`config.mk`:
```
export PLATFORM = sky130hd
export DESIGN_NAME = fsts_back
export DESIGN_NICKNAME = d
export VERILOG_FILES = /design/src/rtl/fsts_pkg.sv /design/src/rtl/fsts_back.sv
export SDC_FILE = /design/constraint.sdc
export NUM_CORES = 2
export LEC_CHECK = 0
export BUFFER_PORTS_ARGS = -buffer_cell sky130_fd_sc_hd__buf_2
export CAP_MARGIN = 40
export CORE_MARGIN = 8
export CORE_UTILIZATION = 25
export DETAILED_ROUTE_END_ITERATION = 8
export HOLD_SLACK_MARGIN = 0.1
export PLACE_DENSITY = 0.52
export SETUP_SLACK_MARGIN = 0.02
export SLEW_MARGIN = 5
export SYNTH_ARGS = -nofsm -noshare
export SYNTH_HDL_FRONTEND = slang
export SYNTH_SLANG_ARGS = --single-unit
```
`constraint.sdc`:
```
create_clock -name aclk -period 17.45 [get_ports aclk]
set_input_delay 2.6175 -clock aclk [delete_from_list [all_inputs] [get_ports aclk]]
set_output_delay 2.6175 -clock aclk [all_outputs]
set_load 0.01 [all_outputs]
```
`src/rtl/fsts_pkg.sv`:
```
package fsts_pkg;

    localparam int LIGHT_SHIFT = 20;
    localparam int LIGHT_BANDS = 128;
    localparam int BAND_W      = 7;
    localparam int DY_W        = 26;   // row distance in 16.16, always below 2^26
    localparam int QUOT_W      = 31;   // quotient bits produced by the divider
    localparam int CFG_IDX_W   = 3;

    localparam logic [CFG_IDX_W-1:0] REG_VIEW_X      = 3'd0;
    localparam logic [CFG_IDX_W-1:0] REG_VIEW_Y      = 3'd1;
    localparam logic [CFG_IDX_W-1:0] REG_VIEW_SINE   = 3'd2;
    localparam logic [CFG_IDX_W-1:0] REG_VIEW_COSINE = 3'd3;
    localparam logic [CFG_IDX_W-1:0] REG_CENTER_COL  = 3'd4;
    localparam logic [CFG_IDX_W-1:0] REG_CENTER_ROW  = 3'd5;
    localparam logic [CFG_IDX_W-1:0] REG_DETAIL      = 3'd6;
    localparam logic [CFG_IDX_W-1:0] REG_FIXED_LIGHT = 3'd7;

    typedef struct packed {
        logic signed [31:0] view_x;
        logic signed [31:0] view_y;
        logic signed [17:0] view_sine;
        logic signed [17:0] view_cosine;
        logic [9:0]         center_column;
        logic [9:0]         center_row;
        logic               detail_shift;
        logic               fixed_light_mode;
    } cfg_t;

    typedef struct packed {
        logic [9:0] row;
        logic [9:0] first;
        logic [9:0] last;
    } span_t;

    typedef struct packed {
        span_t              span;
        logic signed [10:0] dx;
        logic [31:0]        cos_dist;
        logic [31:0]        sin_dist;
        logic [BAND_W-1:0]  band;
    } side_t;

    typedef struct packed {
        logic [DY_W-1:0]   rem;
        logic [QUOT_W-1:0] num;
        logic [QUOT_W-1:0] quo;
        logic              neg;
        logic              ovf;
    } lane_t;

    typedef struct packed {
        lane_t           lx;
        lane_t           ly;
        logic [DY_W-1:0] dy;
        side_t           side;
    } div_t;

endpackage

```
`src/rtl/fsts_back.sv`:
```
module fsts_back (
    input  logic                        aclk,
    input  logic                        aresetn,
    input  logic                        ce,
    input  logic                        in_valid,
    input  fsts_pkg::div_t              d_in,
    input  fsts_pkg::cfg_t              cfg,
    output logic                        out_valid,
    output fsts_pkg::span_t             out_span,
    output logic [31:0]                 tex_x_start,
    output logic [31:0]                 tex_y_start,
    output logic [31:0]                 tex_x_step,
    output logic [31:0]                 tex_y_step,
    output logic [fsts_pkg::BAND_W-1:0] light_band,
    output logic                        fixed_light
);

    // stage C: sign, saturate and scale the quotients
    logic [31:0]     qx;
    logic [31:0]     qy;
    logic            c_valid_reg;
    logic [31:0]     c_stepx_reg;
    logic [31:0]     c_stepy_reg;
    fsts_pkg::side_t c_side_reg;

    always_comb begin
        if (d_in.lx.ovf) begin
            qx = d_in.lx.neg ? 32'h8000_0000 : 32'h7FFF_FFFF;
        end else begin
            qx = d_in.lx.neg ? (32'd0 - {1'b0, d_in.lx.quo}) : {1'b0, d_in.lx.quo};
        end
        if (d_in.ly.ovf) begin
            qy = d_in.ly.neg ? 32'h8000_0000 : 32'h7FFF_FFFF;
        end else begin
            qy = d_in.ly.neg ? (32'd0 - {1'b0, d_in.ly.quo}) : {1'b0, d_in.ly.quo};
        end
    end

    always_ff @(posedge aclk) begin
        if (!aresetn) begin
            c_valid_reg <= 1'b0;
        end else if (ce) begin
            c_valid_reg <= in_valid;
        end
    end

    always_ff @(posedge aclk) begin
        if (ce) begin
            c_stepx_reg <= cfg.detail_shift ? {qx[30:0], 1'b0} : qx;
            c_stepy_reg <= cfg.detail_shift ? {qy[30:0], 1'b0} : qy;
            c_side_reg  <= d_in.side;
        end
    end

    // stage D: column offset times step
    logic signed [31:0] px;
    logic signed [31:0] py;
    logic               d_valid_reg;
    logic [31:0]        d_px_reg;
    logic [31:0]        d_py_reg;
    logic [31:0]        d_stepx_reg;
    logic [31:0]        d_stepy_reg;
    fsts_pkg::side_t    d_side_reg;

    assign px = c_side_reg.dx * $signed(c_stepx_reg);
    assign py = c_side_reg.dx * $signed(c_stepy_reg);

    always_ff @(posedge aclk) begin
        if (!aresetn) begin
            d_valid_reg <= 1'b0;
        end else if (ce) begin
            d_valid_reg <= c_valid_reg;
        end
    end

    always_ff @(posedge aclk) begin
        if (ce) begin
            d_px_reg    <= px;
            d_py_reg    <= py;
            d_stepx_reg <= c_stepx_reg;
            d_stepy_reg <= c_stepy_reg;
            d_side_reg  <= c_side_reg;
        end
    end

    // stage E: start coordinates into the output register
    logic                        e_valid_reg;
    fsts_pkg::span_t             e_span_reg;
    logic [31:0]                 e_xs_reg;
    logic [31:0]                 e_ys_reg;
    logic [31:0]                 e_stepx_reg;
    logic [31:0]                 e_stepy_reg;
    logic [fsts_pkg::BAND_W-1:0] e_band_reg;
    logic                        e_fixed_reg;

    always_ff @(posedge aclk) begin
        if (!aresetn) begin
            e_valid_reg <= 1'b0;
        end else if (ce) begin
            e_valid_reg <= d_valid_reg;
        end
    end

    always_ff @(posedge aclk) begin
        if (ce) begin
            e_span_reg  <= d_side_reg.span;
            e_xs_reg    <= cfg.view_x + d_side_reg.cos_dist + d_px_reg;
            e_ys_reg    <= 32'd0 - cfg.view_y - d_side_reg.sin_dist + d_py_reg;
            e_stepx_reg <= d_stepx_reg;
            e_stepy_reg <= d_stepy_reg;
            e_band_reg  <= cfg.fixed_light_mode ? '0 : d_side_reg.band;
            e_fixed_reg <= cfg.fixed_light_mode;
        end
    end

    assign out_valid   = e_valid_reg;
    assign out_span    = e_span_reg;
    assign tex_x_start = e_xs_reg;
    assign tex_y_start = e_ys_reg;
    assign tex_x_step  = e_stepx_reg;
    assign tex_y_step  = e_stepy_reg;
    assign light_band  = e_band_reg;
    assign fixed_light = e_fixed_reg;

endmodule

```
==> flow_summary.json <==
{
  "grt_pass1_wl_mm": 182,
  "fin_skew_ns": 0.0284,
  "ios": 611,
  "dr_total_vias": 28300,
  "syn_area_per_cell_um2": 11.4,
  "drc": 0,
  "dieArea_um2": 184000,
  "timing.slew.headroom": 0.406,
  "drive_gt1_frac": 0.142,
  "max_freq_mhz": 144,
  "slew_violations": 0,
  "busiest_layer": "met2",
  "syn_inst": 3743,
  "die_y_um": 429,
  "tightest_slew_ns": 0.892,
  "fp.coreArea_um2": 169000,
  "synth_edf_count": 571,
  "globalplace.congestion": 0.804,
  "hp-class": "reg2reg",
  "finalSetupViolCount": 0,
  "syn_nets": 4905,
  "ys_types": 71,
  "grt_max_degree": 156,
  "ctsHoldBuffers": 0,
  "syn-cell-area_um2": 42600,
  "cts_setup_buffers": 0,
  "numCtsBuffers": 74,
  "cp_max_fo": 33,
  "fp.dieW_um": 429,
  "cp-end-kind": "flip-flop",
  "cts_resized": 0,
  "num_rows": 151,
  "ys_seq_elements": 574,
  "mostFrequentLayoutCells": "inv_1, edfxtp_1, fa_1",
  "vias_per_cell": 4.43,
  "clk_pin_slew_ns": 0.07,
  "hold_viol_final": 0,
  "yosysSeqAreaShare": 0.404,
  "cp-start-kind": "flip-flop",
  "clock-sinks": 574,
  "rsz0062_at_grt": "no",
  "cp.arrival_ns": 7.33,
  "yosysWarnings": 0,
  "cts_tree": "done",
  "drt_iter0_markers": 1985,
  "clk_latency_ns": 0.67,
  "clockRootBuffer": "clkbuf_16",
  "synth_ff_type": "edfxtp_1",
  "async_reset_ff_frac": 0,
  "hpwl_mm": 89.1,
  "htreeDepth": 3,
  "wl_per_cell_um": 18.6,
  "cap_violations": 0,
  "final_nets": 5280,
  "wl_mm": 119,
  "final.setup.tns_ns": 0,
  "fill_cells": 17500,
  "use_met1": 0.171,
  "first_global_vias": 30200,
  "grt_antenna_before_repair": 14,
  "antenna_left": 0,
  "use_met2": 0.204,
  "status": "complete, no violations",
  "area_growth_pct": 16.6,
  "timing.final.crit_share": 0.397,
  "grt-ovfl-total": 0,
  "final_common_cell": "inv_1",
  "dr.pass1.iters": 5,
  "met3_usage": 0.0281,
  "required_ns": 17.85,
  "largest_reg_flops": 112,
  "critPathKind": "reg2reg",
  "fin_crit_ns": 6.93,
  "track_usage": 0.128,
  "io_buffer_count": 414,
  "initial_core_util": 0.251,
  "cts_buffer_depth": 3
}
cell families (layout without fill, tap and decap cells):
logic type,count (synthesis),count (layout),share of synthesized area
xor gates and xnor gates,167,167,0.0344
other,0,7,0
buffers and inverters,766,1198,0.0676
adders and majority gates,718,718,0.300
muxes,27,27,0.00647
DFF,574,574,0.404
and+or+nand+nor,1012,1012,0.117
AOI/OAI and AO/OA,479,479,0.0708
Yosys cell counts (6+ instances only):
library cell  number  area, um2
a211oi_1          14        105
nor2b_1           33        206
nand2_1          387       1450
nand4_1            6       37.5
inv_1            608       2280
xnor2_1          113        990
xor2_1            54        473
fa_1             503      10100
edfxtp_1         571      17100
a31oi_1           26        163
o22ai_1           12       75.1
a21o_1            48        360
clkbuf_1         146        548
nor3_1            45        225
or2_2              7       43.8
a21oi_1          149        746
o211ai_1          15        113
o21ai_1            9       45.0
a21boi_0          10       75.1
nand2b_1          22        138
buf_1              8       30.0
mux2i_1           23        230
o31ai_1           10       75.1
nor2_1           156        586
nand3_1           22        110
nor4_1            10       62.6
or4_1             11       82.6
nor3b_1            9       67.6
o21ai_0           95        475
o21a_1            17        128
ha_1             215       2690
o21bai_1          19        143
and2_1           254       1590
and3_1            17        106
or3_1             22        138
stage by stage:
step	setup slack, ns	area, um2	util	hold slack [ns]	cells
finish	10.52	49600	0.293	0.400	6400
detailed placement	10.49	47200	0.279	0.405	6260
CTS	10.46	49600	0.293	0.401	6393
global route	10.21	49600	0.293	0.414	6396
floorplan	11.43	42600	-	0.400	3743
global placement	10.05	47100	0.278	0.401	6256
cell type report:
class / count / area [um2] / share of cell area
multi-input cells: 2403 / 22500 / 0.453
flip-flops and latches: 574 / 17200 / 0.347
well taps: 2218 / 2780 / 0.0559
repair buffers: 455 / 2460 / 0.0495
inverters: 610 / 2290 / 0.0461
clock buffers: 89 / 1990 / 0.0402
clock inverters: 44 / 417 / 0.00840
diodes: 7 / 17.5 / 0.000353
metal layers:
metal  part of all wire  up-vias
met3              0.058      208
met2               0.45      818
met4              0.035        4
li1                   -    13000
met5            0.00026        -
met1               0.45    14300
worst max-delay path, cell delays in order (launching register included):
cell and delay [ns]:
edfxtp_1 0.32, buf_4 0.38, buf_4 0.56, nand2_1 0.17, fa_1 0.53, fa_1 0.52
inv_1 0.06, fa_1 0.50, fa_1 0.51, inv_1 0.06, fa_1 0.47, inv_1 0.04
ha_1 0.38, a21o_1 0.19, a21o_1 0.16, a21oi_1 0.21, o21ai_0 0.13, a221o_1 0.31
nor3_1 0.62, nor4b_1 0.12, a311o_1 0.35
worst paths after layout:
path / start / end / slack [ns] / depth (start not counted)
max reg2reg: c_side_reg[73] / d_py_reg[30] / 10.52 / 20
min: d_stepx_reg[1] / tex_x_step[1] / 0.40 / 0
max: c_side_reg[73] / d_py_reg[30] / 10.52 / 20
min reg2reg: d_stepx_reg[1] / tex_x_step[1] / 0.40 / 0
Power is left out: the tool's default activity adds up to more than one toggle a clock period on the data nets, which glitch-free logic cannot reach.
